**config.mk**
```make
export PLATFORM = sky130hd
export DESIGN_NAME = clock_tree_frequency_calc
export DESIGN_NICKNAME = d
export VERILOG_FILES = /design/src/rtl/core/ctfc_pkg.sv /design/src/rtl/core/ctfc_div.sv /design/src/rtl/core/ctfc_mul.sv /design/src/rtl/core/ctfc_bus.sv /design/src/rtl/core/clock_tree_frequency_calc.sv
export SDC_FILE = /design/constraint.sdc
export NUM_CORES = 2
export LEC_CHECK = 0
export ABC_AREA = 1
export ABC_CLOCK_PERIOD_IN_PS = 24600
export BUFFER_PORTS_ARGS = -buffer_cell sky130_fd_sc_hd__buf_2
export CAP_MARGIN = 20
export CORE_AREA = 2 2 427 429
export CTS_CLUSTER_DIAMETER = 100
export DETAILED_ROUTE_END_ITERATION = 6
export DIE_AREA = 0 0 429 431
export PLACE_DENSITY = 0.8
export SLEW_MARGIN = 20
export SYNTH_ARGS = -nofsm -noshare
export SYNTH_HDL_FRONTEND = slang
export SYNTH_SLANG_ARGS = --single-unit
```
**constraint.sdc**
```tcl
create_clock -name clk -period 24.6 [get_ports clk]
set_clock_uncertainty 0.05 [all_clocks]
set_input_delay 1.23 -clock clk [delete_from_list [all_inputs] [get_ports clk]]
set_output_delay 1.23 -clock clk [all_outputs]
set_load 0.02 [all_outputs]
```
**src/rtl/core/ctfc_pkg.sv**
```systemverilog
// Shared types, register indexes and arithmetic helpers for the clock tree
// frequency calculator. No dependencies.
`default_nettype none

package ctfc_pkg;

  localparam int FreqW         = 32;
  localparam int DivW          = 6;
  localparam int StepsPerStage = 8;
  localparam int DivStages     = FreqW / StepsPerStage;
  localparam int CfgIdxW       = 3;
  localparam int MultW         = 9;
  localparam int ProdW         = FreqW + MultW;

  typedef logic [FreqW-1:0] freq_t;
  typedef logic [DivW-1:0]  div_t;

  typedef enum logic [CfgIdxW-1:0] {
    REG_INT_OSC   = 3'd0,
    REG_EXT_OSC   = 3'd1,
    REG_MAX_CORE  = 3'd2,
    REG_MAX_APB_L = 3'd3,
    REG_MAX_APB_H = 3'd4,
    REG_MAX_AUDIO = 3'd5
  } cfg_reg_t;

  typedef struct packed {
    freq_t      main_val;
    div_t       main_div;
    div_t       main_rem;
    freq_t      aud_val;
    div_t       aud_div;
    div_t       aud_rem;
    logic [8:0] main_n;
    logic [8:0] aud_n;
    logic [1:0] p_code;
    logic [2:0] aud_r;
    freq_t      sys_src;
    logic       pll_sel;
    logic       main_live;
    logic       aud_live;
    logic [3:0] ahb_code;
    logic [2:0] apb_low_code;
    logic [2:0] apb_high_code;
    logic [1:0] err;
  } item_t;

  typedef struct packed {
    freq_t core;
    freq_t apb_low;
    freq_t apb_high;
    freq_t audio;
  } lim_t;

  function automatic logic [3:0] ahb_shift(input logic [3:0] code);
    logic [3:0] s;
    unique case (code)
      4'd8:    s = 4'd1;
      4'd9:    s = 4'd2;
      4'd10:   s = 4'd3;
      4'd11:   s = 4'd4;
      4'd12:   s = 4'd6;
      4'd13:   s = 4'd7;
      4'd14:   s = 4'd8;
      4'd15:   s = 4'd9;
      default: s = 4'd0;
    endcase
    return s;
  endfunction

  function automatic logic [2:0] apb_shift(input logic [2:0] code);
    logic [2:0] s;
    unique case (code)
      3'd4:    s = 3'd1;
      3'd5:    s = 3'd2;
      3'd6:    s = 3'd3;
      3'd7:    s = 3'd4;
      default: s = 3'd0;
    endcase
    return s;
  endfunction

  // Eight restoring steps: shift dividend bits into the remainder, quotient
  // bits into the vacated low end. Returns {remainder, value}.
  function automatic logic [DivW+FreqW-1:0] div_chunk(input freq_t val, input div_t rem,
                                                      input div_t d);
    logic [DivW:0] t;
    freq_t         v;
    div_t          r;
    logic          ge;
    v = val;
    r = rem;
    for (int i = 0; i < StepsPerStage; i++) begin
      t  = {r, v[FreqW-1]};
      ge = (t >= {1'b0, d});
      v  = {v[FreqW-2:0], ge};
      r  = ge ? DivW'(t - {1'b0, d}) : t[DivW-1:0];
    end
    return {r, v};
  endfunction

endpackage

`default_nettype wire

```
**src/rtl/core/ctfc_div.sv**
```systemverilog
// Pipelined dual-lane restoring divider, eight quotient bits per stage.
// Depends on ctfc_pkg.
`default_nettype none

module ctfc_div (
  input  wire logic            clk,
  input  wire logic            rst_n,
  input  wire logic            in_valid,
  output logic                 in_ready,
  input  wire ctfc_pkg::item_t in_item,
  output logic                 out_valid,
  input  wire logic            out_ready,
  output ctfc_pkg::item_t      out_item
);

  ctfc_pkg::item_t stg_r [ctfc_pkg::DivStages];
  logic            vld_r [ctfc_pkg::DivStages];
  logic            rdy   [ctfc_pkg::DivStages+1];

  assign rdy[ctfc_pkg::DivStages] = out_ready;

  for (genvar k = 0; k < ctfc_pkg::DivStages; k++) begin : g_stage
    ctfc_pkg::item_t src;
    logic            src_vld;
    ctfc_pkg::item_t stg_nxt;

    if (k == 0) begin : g_first
      assign src     = in_item;
      assign src_vld = in_valid;
    end else begin : g_rest
      assign src     = stg_r[k-1];
      assign src_vld = vld_r[k-1];
    end

    assign rdy[k] = !vld_r[k] || rdy[k+1];

    always_comb begin
      stg_nxt = src;
      {stg_nxt.main_rem, stg_nxt.main_val} =
        ctfc_pkg::div_chunk(src.main_val, src.main_rem, src.main_div);
      {stg_nxt.aud_rem, stg_nxt.aud_val} =
        ctfc_pkg::div_chunk(src.aud_val, src.aud_rem, src.aud_div);
    end

    always_ff @(posedge clk) begin
      if (!rst_n) begin
        vld_r[k] <= 1'b0;
      end else if (rdy[k]) begin
        vld_r[k] <= src_vld;
      end
      if (rdy[k] && src_vld) begin
        stg_r[k] <= stg_nxt;
      end
    end
  end

  assign in_ready  = rdy[0];
  assign out_valid = vld_r[ctfc_pkg::DivStages-1];
  assign out_item  = stg_r[ctfc_pkg::DivStages-1];

endmodule

`default_nettype wire

```
**src/rtl/core/ctfc_mul.sv**
```systemverilog
// VCO multiply stage: quotient times N for both PLLs, wrap flag, and setup
// of the output divisors. Depends on ctfc_pkg.
`default_nettype none

module ctfc_mul (
  input  wire logic            clk,
  input  wire logic            rst_n,
  input  wire logic            in_valid,
  output logic                 in_ready,
  input  wire ctfc_pkg::item_t in_item,
  output logic                 out_valid,
  input  wire logic            out_ready,
  output ctfc_pkg::item_t      out_item
);

  logic                           vld_r;
  ctfc_pkg::item_t                item_r;
  ctfc_pkg::item_t                item_nxt;
  logic [ctfc_pkg::ProdW-1:0]     main_prod;
  logic [ctfc_pkg::ProdW-1:0]     aud_prod;
  logic [2:0]                     p_half;

  assign main_prod = ctfc_pkg::ProdW'(in_item.main_val) * ctfc_pkg::ProdW'(in_item.main_n);
  assign aud_prod  = ctfc_pkg::ProdW'(in_item.aud_val) * ctfc_pkg::ProdW'(in_item.aud_n);
  assign p_half    = 3'(in_item.p_code) + 3'd1;

  always_comb begin
    item_nxt          = in_item;
    item_nxt.main_val = in_item.main_live ? main_prod[ctfc_pkg::FreqW-1:0] : '0;
    item_nxt.aud_val  = in_item.aud_live ? aud_prod[ctfc_pkg::FreqW-1:0] : '0;
    item_nxt.main_div = ctfc_pkg::DivW'({p_half, 1'b0});
    item_nxt.aud_div  = ctfc_pkg::DivW'(in_item.aud_r);
    item_nxt.main_rem = '0;
    item_nxt.aud_rem  = '0;
    item_nxt.err[1]   = in_item.err[1]
                      | (in_item.main_live && (|main_prod[ctfc_pkg::ProdW-1:ctfc_pkg::FreqW]))
                      | (in_item.aud_live && (|aud_prod[ctfc_pkg::ProdW-1:ctfc_pkg::FreqW]));
  end

  assign in_ready = !vld_r || out_ready;

  always_ff @(posedge clk) begin
    if (!rst_n) begin
      vld_r <= 1'b0;
    end else if (in_ready) begin
      vld_r <= in_valid;
    end
    if (in_ready && in_valid) begin
      item_r <= item_nxt;
    end
  end

  assign out_valid = vld_r;
  assign out_item  = item_r;

endmodule

`default_nettype wire

```
**src/rtl/core/ctfc_bus.sv**
```systemverilog
// Bus clock stage: system clock select, prescaler shifts, limit compares and
// the output register. Depends on ctfc_pkg.
`default_nettype none

module ctfc_bus (
  input  wire logic            clk,
  input  wire logic            rst_n,
  input  wire ctfc_pkg::lim_t  lim,
  input  wire logic            in_valid,
  output logic                 in_ready,
  input  wire ctfc_pkg::item_t in_item,
  output logic                 out_valid,
  input  wire logic            out_ready,
  output ctfc_pkg::freq_t      out_sysclk_hz,
  output ctfc_pkg::freq_t      out_core_hz,
  output ctfc_pkg::freq_t      out_apb_low_hz,
  output ctfc_pkg::freq_t      out_apb_high_hz,
  output ctfc_pkg::freq_t      out_audio_hz,
  output logic [3:0]           out_over_limit,
  output logic [1:0]           out_math_error
);

  logic            a_vld_r, a_rdy;
  ctfc_pkg::freq_t a_sys_r, a_core_r, a_p1_r, a_p2_r, a_aud_r;
  logic [1:0]      a_err_r;
  ctfc_pkg::freq_t sys_nxt, core_nxt;

  logic            b_vld_r;
  ctfc_pkg::freq_t b_sys_r, b_core_r, b_p1_r, b_p2_r, b_aud_r;
  logic [3:0]      b_lim_r;
  logic [1:0]      b_err_r;

  assign sys_nxt  = in_item.pll_sel ? in_item.main_val : in_item.sys_src;
  assign core_nxt = sys_nxt >> ctfc_pkg::ahb_shift(in_item.ahb_code);

  assign a_rdy    = !b_vld_r || out_ready;
  assign in_ready = !a_vld_r || a_rdy;

  always_ff @(posedge clk) begin
    if (!rst_n) begin
      a_vld_r <= 1'b0;
    end else if (in_ready) begin
      a_vld_r <= in_valid;
    end
    if (in_ready && in_valid) begin
      a_sys_r  <= sys_nxt;
      a_core_r <= core_nxt;
      a_p1_r   <= core_nxt >> ctfc_pkg::apb_shift(in_item.apb_low_code);
      a_p2_r   <= core_nxt >> ctfc_pkg::apb_shift(in_item.apb_high_code);
      a_aud_r  <= in_item.aud_live ? in_item.aud_val : '0;
      a_err_r  <= in_item.err;
    end
  end

  always_ff @(posedge clk) begin
    if (!rst_n) begin
      b_vld_r <= 1'b0;
    end else if (a_rdy) begin
      b_vld_r <= a_vld_r;
    end
    if (a_rdy && a_vld_r) begin
      b_sys_r  <= a_sys_r;
      b_core_r <= a_core_r;
      b_p1_r   <= a_p1_r;
      b_p2_r   <= a_p2_r;
      b_aud_r  <= a_aud_r;
      b_err_r  <= a_err_r;
      b_lim_r  <= {a_aud_r > lim.audio, a_p2_r > lim.apb_high,
                   a_p1_r > lim.apb_low, a_core_r > lim.core};
    end
  end

  assign out_valid       = b_vld_r;
  assign out_sysclk_hz   = b_sys_r;
  assign out_core_hz     = b_core_r;
  assign out_apb_low_hz  = b_p1_r;
  assign out_apb_high_hz = b_p2_r;
  assign out_audio_hz    = b_aud_r;
  assign out_over_limit  = b_lim_r;
  assign out_math_error  = b_err_r;

  // Prescalers only divide down.
  a_core_le_sys: assert property (@(posedge clk) disable iff (!rst_n)
    b_vld_r |-> b_core_r <= b_sys_r) else $error("core above sysclk");
  a_p1_le_core: assert property (@(posedge clk) disable iff (!rst_n)
    b_vld_r |-> b_p1_r <= b_core_r) else $error("APB1 above core");
  a_p2_le_core: assert property (@(posedge clk) disable iff (!rst_n)
    b_vld_r |-> b_p2_r <= b_core_r) else $error("APB2 above core");

endmodule

`default_nettype wire

```
**src/rtl/core/clock_tree_frequency_calc.sv**
```systemverilog
// Clock tree frequency calculator: a request passes the capture register, the
// M divider, VCO multiply, P/R divider and bus stages, in that order.
// Throughput one request per cycle if not stalled; every stage is elastic, so a
// stalled result holds only its own stage while bubbles ahead of it still fill.
// Synchronous active-low reset clears all valid bits and loads the register
// defaults; payload registers are not reset. Depends on ctfc_pkg and submodules.
`default_nettype none

module clock_tree_frequency_calc (
  input  wire logic        clk,
  input  wire logic        rst_n,
  // configuration write channel
  input  wire logic        cfg_valid,
  output logic             cfg_ready,
  input  wire logic [2:0]  cfg_index,
  input  wire logic [31:0] cfg_data,
  // request channel
  input  wire logic        in_valid,
  output logic             in_ready,
  input  wire logic [1:0]  in_switch_status,
  input  wire logic        in_pll_from_external,
  input  wire logic [5:0]  in_main_div_m,
  input  wire logic [8:0]  in_main_mult_n,
  input  wire logic [1:0]  in_main_p_code,
  input  wire logic [3:0]  in_ahb_code,
  input  wire logic [2:0]  in_apb_low_code,
  input  wire logic [2:0]  in_apb_high_code,
  input  wire logic [5:0]  in_audio_div_m,
  input  wire logic [8:0]  in_audio_mult_n,
  input  wire logic [2:0]  in_audio_div_r,
  input  wire logic        in_audio_ready,
  // result channel
  output logic             out_valid,
  input  wire logic        out_ready,
  output logic [31:0]      out_sysclk_hz,
  output logic [31:0]      out_core_hz,
  output logic [31:0]      out_apb_low_hz,
  output logic [31:0]      out_apb_high_hz,
  output logic [31:0]      out_audio_hz,
  output logic [3:0]       out_over_limit,
  output logic [1:0]       out_math_error
);

  // Configuration registers. Write them only while the pipe is idle: the
  // capture and bus stages read them for requests already in flight.
  ctfc_pkg::freq_t int_osc_r, ext_osc_r;
  ctfc_pkg::lim_t  lim_r;

  assign cfg_ready = 1'b1;

  always_ff @(posedge clk) begin
    if (!rst_n) begin
      int_osc_r      <= ctfc_pkg::FreqW'(32'd16000000);
      ext_osc_r      <= ctfc_pkg::FreqW'(32'd25000000);
      lim_r.core     <= ctfc_pkg::FreqW'(32'd100000000);
      lim_r.apb_low  <= ctfc_pkg::FreqW'(32'd50000000);
      lim_r.apb_high <= ctfc_pkg::FreqW'(32'd100000000);
      lim_r.audio    <= ctfc_pkg::FreqW'(32'd192000000);
    end else if (cfg_valid && cfg_ready) begin
      unique case (cfg_index)
        ctfc_pkg::REG_INT_OSC:   int_osc_r      <= ctfc_pkg::FreqW'(cfg_data);
        ctfc_pkg::REG_EXT_OSC:   ext_osc_r      <= ctfc_pkg::FreqW'(cfg_data);
        ctfc_pkg::REG_MAX_CORE:  lim_r.core     <= cfg_data;
        ctfc_pkg::REG_MAX_APB_L: lim_r.apb_low  <= cfg_data;
        ctfc_pkg::REG_MAX_APB_H: lim_r.apb_high <= cfg_data;
        ctfc_pkg::REG_MAX_AUDIO: lim_r.audio    <= cfg_data;
        default: ;  // drop writes to unused indexes
      endcase
    end
  end

  // Capture stage: pick the PLL source, decode which PLL paths are live and
  // raise the zero-divisor flag up front.
  logic            s0_vld_r;
  ctfc_pkg::item_t s0_r, s0_nxt;
  logic            div1_ready;
  ctfc_pkg::freq_t pll_src;
  logic            main_sel, aud_live;

  assign pll_src  = in_pll_from_external ? ext_osc_r : int_osc_r;
  assign main_sel = (in_switch_status == 2'd2);
  assign aud_live = in_audio_ready && (in_audio_div_m != '0) && (in_audio_div_r != '0);

  always_comb begin
    s0_nxt               = '0;
    s0_nxt.main_val      = pll_src;
    s0_nxt.main_div      = in_main_div_m;
    s0_nxt.aud_val       = pll_src;
    s0_nxt.aud_div       = in_audio_div_m;
    s0_nxt.main_n        = in_main_mult_n;
    s0_nxt.aud_n         = in_audio_mult_n;
    s0_nxt.p_code        = in_main_p_code;
    s0_nxt.aud_r         = in_audio_div_r;
    s0_nxt.sys_src       = (in_switch_status == 2'd1) ? ext_osc_r : int_osc_r;
    s0_nxt.pll_sel       = main_sel;
    s0_nxt.main_live     = main_sel && (in_main_div_m != '0);
    s0_nxt.aud_live      = aud_live;
    s0_nxt.ahb_code      = in_ahb_code;
    s0_nxt.apb_low_code  = in_apb_low_code;
    s0_nxt.apb_high_code = in_apb_high_code;
    s0_nxt.err[0]        = (main_sel && (in_main_div_m == '0))
                         || (in_audio_ready && !aud_live);
  end

  assign in_ready = !s0_vld_r || div1_ready;

  always_ff @(posedge clk) begin
    if (!rst_n) begin
      s0_vld_r <= 1'b0;
    end else if (in_ready) begin
      s0_vld_r <= in_valid;
    end
    if (in_ready && in_valid) begin
      s0_r <= s0_nxt;
    end
  end

  // Source / M for both PLLs.
  logic            d1_vld, mul_ready;
  ctfc_pkg::item_t d1_item;

  ctfc_div u_div_m (
    .clk       (clk),
    .rst_n     (rst_n),
    .in_valid  (s0_vld_r),
    .in_ready  (div1_ready),
    .in_item   (s0_r),
    .out_valid (d1_vld),
    .out_ready (mul_ready),
    .out_item  (d1_item)
  );

  // Times N, with wrap detection.
  logic            m_vld, div2_ready;
  ctfc_pkg::item_t m_item;

  ctfc_mul u_mul (
    .clk       (clk),
    .rst_n     (rst_n),
    .in_valid  (d1_vld),
    .in_ready  (mul_ready),
    .in_item   (d1_item),
    .out_valid (m_vld),
    .out_ready (div2_ready),
    .out_item  (m_item)
  );

  // VCO / P (main) and VCO / R (audio).
  logic            d2_vld, bus_ready;
  ctfc_pkg::item_t d2_item;

  ctfc_div u_div_pr (
    .clk       (clk),
    .rst_n     (rst_n),
    .in_valid  (m_vld),
    .in_ready  (div2_ready),
    .in_item   (m_item),
    .out_valid (d2_vld),
    .out_ready (bus_ready),
    .out_item  (d2_item)
  );

  // System clock select, prescalers, limits, output register.
  ctfc_bus u_bus (
    .clk             (clk),
    .rst_n           (rst_n),
    .lim             (lim_r),
    .in_valid        (d2_vld),
    .in_ready        (bus_ready),
    .in_item         (d2_item),
    .out_valid       (out_valid),
    .out_ready       (out_ready),
    .out_sysclk_hz   (out_sysclk_hz),
    .out_core_hz     (out_core_hz),
    .out_apb_low_hz  (out_apb_low_hz),
    .out_apb_high_hz (out_apb_high_hz),
    .out_audio_hz    (out_audio_hz),
    .out_over_limit  (out_over_limit),
    .out_math_error  (out_math_error)
  );

endmodule

`default_nettype wire

```
Yosys cells after proc, flatten, opt, wreduce, memory -nomap -nowiden
Memory sizes are Yosys's and may differ from the RTL's.
Cells that the tools add are included.
{"block": "word_totals", "reg_bits": 774, "ram_bits": 1272, "romBits": 64, "in_bits": 89, "out_inout_bits": 169, "word_cells": 591, "n_memories": 5}
{"memory": "u_div_m.stg_r", "words": 4, "width": 158, "read_ports": 4, "rd_clocked_by_memory_dff": 0, "write_ports": 4, "line_no": "ctfc_div.sv:16", "rtl": "ctfc_pkg::item_t stg_r [ctfc_pkg::DivStages];"}
{"memory": "u_div_pr.stg_r", "words": 4, "width": 158, "read_ports": 4, "rd_clocked_by_memory_dff": 0, "write_ports": 4, "line_no": "ctfc_div.sv:16"}
{"memory": "(name not given)", "words": 16, "width": 4, "read_ports": 1, "rd_clocked_by_memory_dff": 0, "write_ports": 0, "line_no": "ctfc_pkg.sv:57", "rtl": "unique case (code)"}
{"memory": "u_div_m.vld_r", "words": 4, "width": 1, "read_ports": 4, "rd_clocked_by_memory_dff": 0, "write_ports": 4, "line_no": "ctfc_div.sv:17", "rtl": "logic vld_r [ctfc_pkg::DivStages];"}
{"memory": "u_div_pr.vld_r", "words": 4, "width": 1, "read_ports": 4, "rd_clocked_by_memory_dff": 0, "write_ports": 4, "line_no": "ctfc_div.sv:17"}
{"block": "op_classes", "n_addsub": 129, "mul": 2, "magnitude_cmp": 132, "n_eq_ne": 15, "shift": 3, "n_mux": 184, "bitwise_logic": 10, "reduce_logical": 58}
{"operator": "7-bit by 6-bit greater-or-equal comparator with 1-bit output", "count": 110}
{"operator": "6-bit 2-to-1 mux", "count": 128}
{"operator": "6-bit subtractor", "count": 110}
{"operator": "32-bit > comparator", "count": 4}
{"operator": "32-bit 2-to-1 mux", "count": 3}
{"operator": "32-bit by 9-bit multiplier with 41-bit output", "count": 2}
{"operator": "32-bit by 3-bit >> shifter with 32-bit output", "count": 2}
{"operator": "7-bit by 3-bit greater-or-equal comparator with 1-bit output", "count": 7}
{"operator": "7-bit by 4-bit greater-or-equal comparator with 1-bit output", "count": 7}
{"operator": "1-bit 2-to-1 mux", "count": 49}
{"operator": "6-bit by 3-bit subtractor with 6-bit output", "count": 7}
{"operator": "6-bit by 4-bit subtractor with 6-bit output", "count": 7}
{"operator": "32-bit by 4-bit >> shifter with 32-bit output", "count": 1}
{"operator": "3-bit equality test, second input constant", "count": 10}
{"operator": "3-bit case mux with 4 select lines", "count": 2}
{"operator": "1-bit logical AND", "count": 19}
{"operator": "9-bit OR reduction", "count": 2}
{"operator": "1-bit zero test", "count": 13}
{"operator": "1-bit logical OR", "count": 13}
{"operator": "1-bit by 6-bit greater-or-equal comparator with 1-bit output", "count": 2}
{"operator": "2-bit AND reduction", "count": 6}
{"operator": "6-bit nonzero test", "count": 2}
{"operator": "1-bit by 6-bit subtractor with 6-bit output", "count": 2}
{"operator": "1-bit bitwise OR", "count": 10}
{"operator": "other kinds (13)", "count": 15}

Depth between registers and ports, before layout
An unclocked memory read counts as a cell.
{"block": "logic_depth", "word_depth": 17, "ltp_mapped": 96, "depth_no_buf": 93}

By module
From an unflattened synthesis, not the netlist that was laid out.
{"block": "unflattened", "hier_cells": 14804, "hier_area_um2": 136230.7}
{"mod": "ctfc_div (u_div_m)", "n_inst": 1, "cells_per_inst": 4254, "area_each_um2": 41549.8, "seq_area_each_um2": 19088.3}
{"mod": "ctfc_div (u_div_pr)", "n_inst": 1, "cells_per_inst": 4204, "area_each_um2": 41114.4, "seq_area_each_um2": 19088.3}
{"mod": "ctfc_mul", "n_inst": 1, "cells_per_inst": 3212, "area_each_um2": 24382.1, "seq_area_each_um2": 4134.0}
{"mod": "ctfc_bus", "n_inst": 1, "cells_per_inst": 1905, "area_each_um2": 18061.1, "seq_area_each_um2": 9889.5}
{"mod": "clock_tree_frequency_calc", "n_inst": 1, "cells_per_inst": 1229, "area_each_um2": 11123.2, "seq_area_each_um2": 7257.0}

Worst setup path after synthesis
No wires, ideal clock.
{"block": "synth_timing", "path_kind": "register -> register", "from": "mem u_div_m.stg_r[0][77] in the netlist's numbering", "to": "mem u_div_m.stg_r[1][72] in the netlist's numbering, data pin", "setup_time_ps": 261, "t_arrival_ps": 13439, "required_ps": 24289, "path_slack_ps": 10850, "path_stages_with_launch": 89, "n_path_buf": 1, "synth_period_minus_slack_ps": 13750, "path_cell_list": "edfxtp_1 > inv_1 > ha_1 > nand3_1 > nand2_1 > a21oi_1 > o21bai_1 > nand2_1 > o211ai_1 > buf_4 > mux2_2 > ha_1 > nand2_1 > nor2_1 > a211oi_1 > nor3_1 > a211oi_2 > o31ai_1 > [... 53 more ...] > o21ai_0 > a41o_1 > a21oi_1 > nand3_1 > inv_1 > nand2_1 > o21ai_0 > ha_1 > nand2_1 > nor2_1 > a211oi_1 > o21ai_0 > a21oi_1 > o21ai_0 > a21oi_1 > nand3_1 > inv_2 > o21ai_0"}
{"element": "start, declared", "line_no": "ctfc_div.sv:16"}

==> metrics.txt <==
cell count along the critical path=90; time the worst path needs with I/O delays and setup=16.87 ns; root buffer selected by CTS=sky130_fd_sc_hd__clkbuf_16; CTS H-tree depth=4; global-route wire length before repair=453.0 mm; number of buffer and inverter stages on the critical path=10; main flop type after synthesis=sky130_fd_sc_hd__edfxtp_1; sum of overflow across all layers after global routing=0; clk buf depth=3; instance count along the most critical hold path=0; # IOs=258; per-cell via count in the routed design=5.763; # port buffers=256; starting DRC count in detailed routing=7689; area added between synthesis and finish=9.411%; register-to-register setup slack=7.73 ns; clock insertion delay at the later pin of the skew report=0.87 ns; Crit path top cell by count=sky130_fd_sc_hd__a21oi_1; number of enable flip-flop cells after synthesis=1613; routed wire length per instance=20.95 um; ratio of cells with drive above 1 in the final layout=8.478%; antenna-violating nets left=0; unrepaired setup endpoints after global routing=no; Worst path max stage delay=0.71 ns; # DRC=19; proportion of synthesized flip-flops having asynchronous set or reset=0%; number of pins with negative max-slew slack in the final report=0; Tcrit/Tclk final=68.57%; nets@finish=13015; transition time of the tightest slew-check pin=1.214 ns; TritonCTS buffer count=187; floorplan die area=184900 sq um; slowest cell on the critical path=sky130_fd_sc_hd__edfxtp_1; critical path arrival=17.37 ns; Detailed Routing Iterations Pass 1=7; Net Count, Synth=12774; number of flip-flops and latches in the synthesized netlist=1811; crit path launch=u_div_m.stg_r[1][121]$_DFFE_PP_; status=finished with violations; overall fraction of global-route tracks in use=31.86%; maximum clock rate=59.29 MHz; core area=180200 sq um; violated checks=DRC; portion of the post-synthesis area used by sequential elements=47.09%; Clock transition at path regs=0.06 ns; clock tree from TritonCTS=yes; total setup violations reported at the end of the flow=0; Fin. Hold Viols=0; starting density of the core=61.76%; Gate Count Post-Synth=11323; endpoint kind of the worst setup timing path=register; width of the die=429 um; global placer's final weighted congestion=0.9620; worst hold path type=register to register; Post-Synthesis Cell Area=111300 sq um; post-synthesis average cell area=9.827 sq um; post-synth cell types=76; origin of the critical flop-to-flop path=u_div_m.stg_r[1][121]$_DFFE_PP_; start-to-end type of the worst setup path=register to register; # rows=156; count of cells along the worst register-to-register path=90; largest delay contributor family on the critical path=compound AO/OA/AOI/OAI gates; number of antenna violations at the first check in global routing=13; maximum number of pins on one net before global-route repair=153; overall die height=431 um; routed via count=81277; final sum of negative setup slack=0 ns; CP Data Required Time=25.10 ns; remaining max-slew budget at the tightest pin=18.20%; vias in the first global route=80890; end point of the critical path=u_div_m.stg_r[2][116]$_DFFE_PP_; HPWL Detailed=217.8 mm; final-layout fill cell count=13096; number of warning messages in the yosys log=0; top fanout value on the critical path=11; Resized cells post-CTS=0; Startpoint Class=register; TritonCTS Sinks=1811; capture point of the worst reg-to-reg path=u_div_m.stg_r[2][116]$_DFFE_PP_; overall routed net length=295.4 mm; number of buffers inserted by post-CTS setup repair=0; number of buffers inserted for hold repair after clock tree synthesis=0; count of max-cap constraint violations=0
cell type report:
class | instances | area [sq um] | area share [%]
clock inverters | 117 | 1590 | 1.306
repair buffers | 327 | 1861 | 1.528
diodes | 9 | 22.52 | 0.01850
well taps | 2370 | 2965 | 2.436
flip-flops and latches | 1811 | 52400 | 43.04
clock buffers | 232 | 4991 | 4.100
multi-input cells | 7393 | 50970 | 41.86
inverters | 1844 | 6945 | 5.705
worst min path at each step:
stage                                      from                                 to  slack, ns
2_1_floorplan    u_div_pr.stg_r[3][0]$_DFFE_PP_         u_bus.a_err_r[0]$_DFFE_PP_       0.35
3_3_place_gp                 s0_r[34]$_DFFE_PP_     u_div_m.stg_r[0][34]$_DFFE_PP_       0.35
3_5_place_dp        u_bus.a_sys_r[30]$_DFFE_PP_  u_bus.out_sysclk_hz[30]$_DFFE_PP_       0.35
4_1_cts          u_div_m.stg_r[3][39]$_DFFE_PP_       u_mul.out_item[39]$_DFFE_PP_       0.30
5_1_grt         u_div_pr.stg_r[2][84]$_DFFE_PP_    u_div_pr.stg_r[3][92]$_DFFE_PP_       0.32
6_report       u_mul.out_item[95]$_SDFFCE_PN0P_   u_div_pr.stg_r[0][103]$_DFFE_PP_       0.30
sequential cells by signal (all words and copies together) (netlist names), 4 cells and up:
signal                 flops
u_bus.out_apb_high_hz     32
u_bus.out_core_hz         32
u_div_m.stg_r            556
int_osc_r                 32
u_bus.a_core_r            32
u_bus.a_sys_r             32
u_div_pr.stg_r           494
s0_r                     113
u_bus.out_apb_low_hz      32
u_bus.a_p1_r              32
u_bus.out_sysclk_hz       32
lim_r                    128
u_bus.out_audio_hz        32
u_mul.out_item           116
u_bus.a_aud_r             32
ext_osc_r                 32
u_div_m.vld_r              4
u_bus.a_p2_r              32
u_div_pr.vld_r             4
u_bus.out_over_limit       4
cells by family (layout without fill, tap and decap cells):
family          Yosys count  in the layout  share of synthesized area, %
other cells               1             10                      0.003370
simple gates           3708           3708                         14.33
fa+ha+maj              1362           1362                         18.97
compound gates         1976           1976                         9.639
buf+inv                2119           2520                         7.178
mux                      42             42                        0.3880
xor+xnor                304            304                         2.393
flops                  1811           1811                         47.09
Yosys cell counts, types with 43 or more instances:
library cell | n | area (sq um)
sky130_fd_sc_hd__clkbuf_1 | 245 | 919.6
sky130_fd_sc_hd__nand4_1 | 90 | 563.0
sky130_fd_sc_hd__edfxtp_1 | 1613 | 48440
sky130_fd_sc_hd__nand2_1 | 2386 | 8956
sky130_fd_sc_hd__dfxtp_1 | 198 | 3964
sky130_fd_sc_hd__o211ai_1 | 67 | 503.0
sky130_fd_sc_hd__nand2_2 | 81 | 506.7
sky130_fd_sc_hd__xnor2_1 | 129 | 1130
sky130_fd_sc_hd__xor2_1 | 175 | 1533
sky130_fd_sc_hd__nor3_1 | 46 | 230.2
sky130_fd_sc_hd__nor2_1 | 574 | 2155
sky130_fd_sc_hd__or2_2 | 68 | 425.4
sky130_fd_sc_hd__inv_2 | 45 | 168.9
sky130_fd_sc_hd__inv_1 | 1786 | 6704
sky130_fd_sc_hd__ha_1 | 820 | 10260
sky130_fd_sc_hd__a211oi_1 | 43 | 322.8
sky130_fd_sc_hd__fa_1 | 542 | 10850
sky130_fd_sc_hd__a21oi_1 | 683 | 3418
sky130_fd_sc_hd__nand3_1 | 284 | 1421
sky130_fd_sc_hd__o21ai_0 | 961 | 4810
per-layer routing:
layer,up-vias,part of all wire (%),global-route usage [%],wire length (um)
li1,38110,-,-,-
met1,38671,38,39.79,112800
met2,3636,46,50.90,135700
met3,856,8.3,5.981,24500
met4,4,7.6,21.32,22320
met5,-,0.0081,0,24
through the flow:
| step | setup WS, ns | cell area (sq um) | hold slack (ns) | utilization [%] | instances |
|---|---|---|---|---|---|
| 2_1_floorplan | 10.85 | 111300 | 0.3503 | - | 11323 |
| 3_3_place_gp | 8.315 | 115100 | 0.3501 | 63.89 | 13743 |
| 3_5_place_dp | 7.907 | 115100 | 0.3545 | 63.89 | 13743 |
| 4_1_cts | 7.866 | 121700 | 0.2960 | 67.54 | 14092 |
| 5_1_grt | 6.119 | 121700 | 0.3226 | 67.57 | 14098 |
| 6_report | 7.732 | 121700 | 0.3005 | 67.57 | 14103 |
cell usage in the layout (no fill, tap or decap), types with 68 or more instances in the layout:
cell type | Yosys | routed
sky130_fd_sc_hd__buf_2 | 10 | 255
sky130_fd_sc_hd__nor2_1 | 574 | 568
sky130_fd_sc_hd__ha_1 | 820 | 820
sky130_fd_sc_hd__clkbuf_16 | 0 | 189
sky130_fd_sc_hd__fa_1 | 542 | 542
sky130_fd_sc_hd__o21ai_0 | 961 | 960
sky130_fd_sc_hd__edfxtp_1 | 1613 | 1613
sky130_fd_sc_hd__or2_2 | 68 | 68
sky130_fd_sc_hd__dfxtp_1 | 198 | 198
sky130_fd_sc_hd__nand2_2 | 81 | 82
sky130_fd_sc_hd__xor2_1 | 175 | 175
sky130_fd_sc_hd__inv_1 | 1786 | 1779
sky130_fd_sc_hd__nand4_1 | 90 | 90
sky130_fd_sc_hd__xnor2_1 | 129 | 129
sky130_fd_sc_hd__nand3_1 | 284 | 284
sky130_fd_sc_hd__nand2_1 | 2386 | 2385
sky130_fd_sc_hd__a21oi_1 | 683 | 681
Power is not shown: default switching activity piles up to over one toggle a cycle in this logic, so the estimate is an artifact.
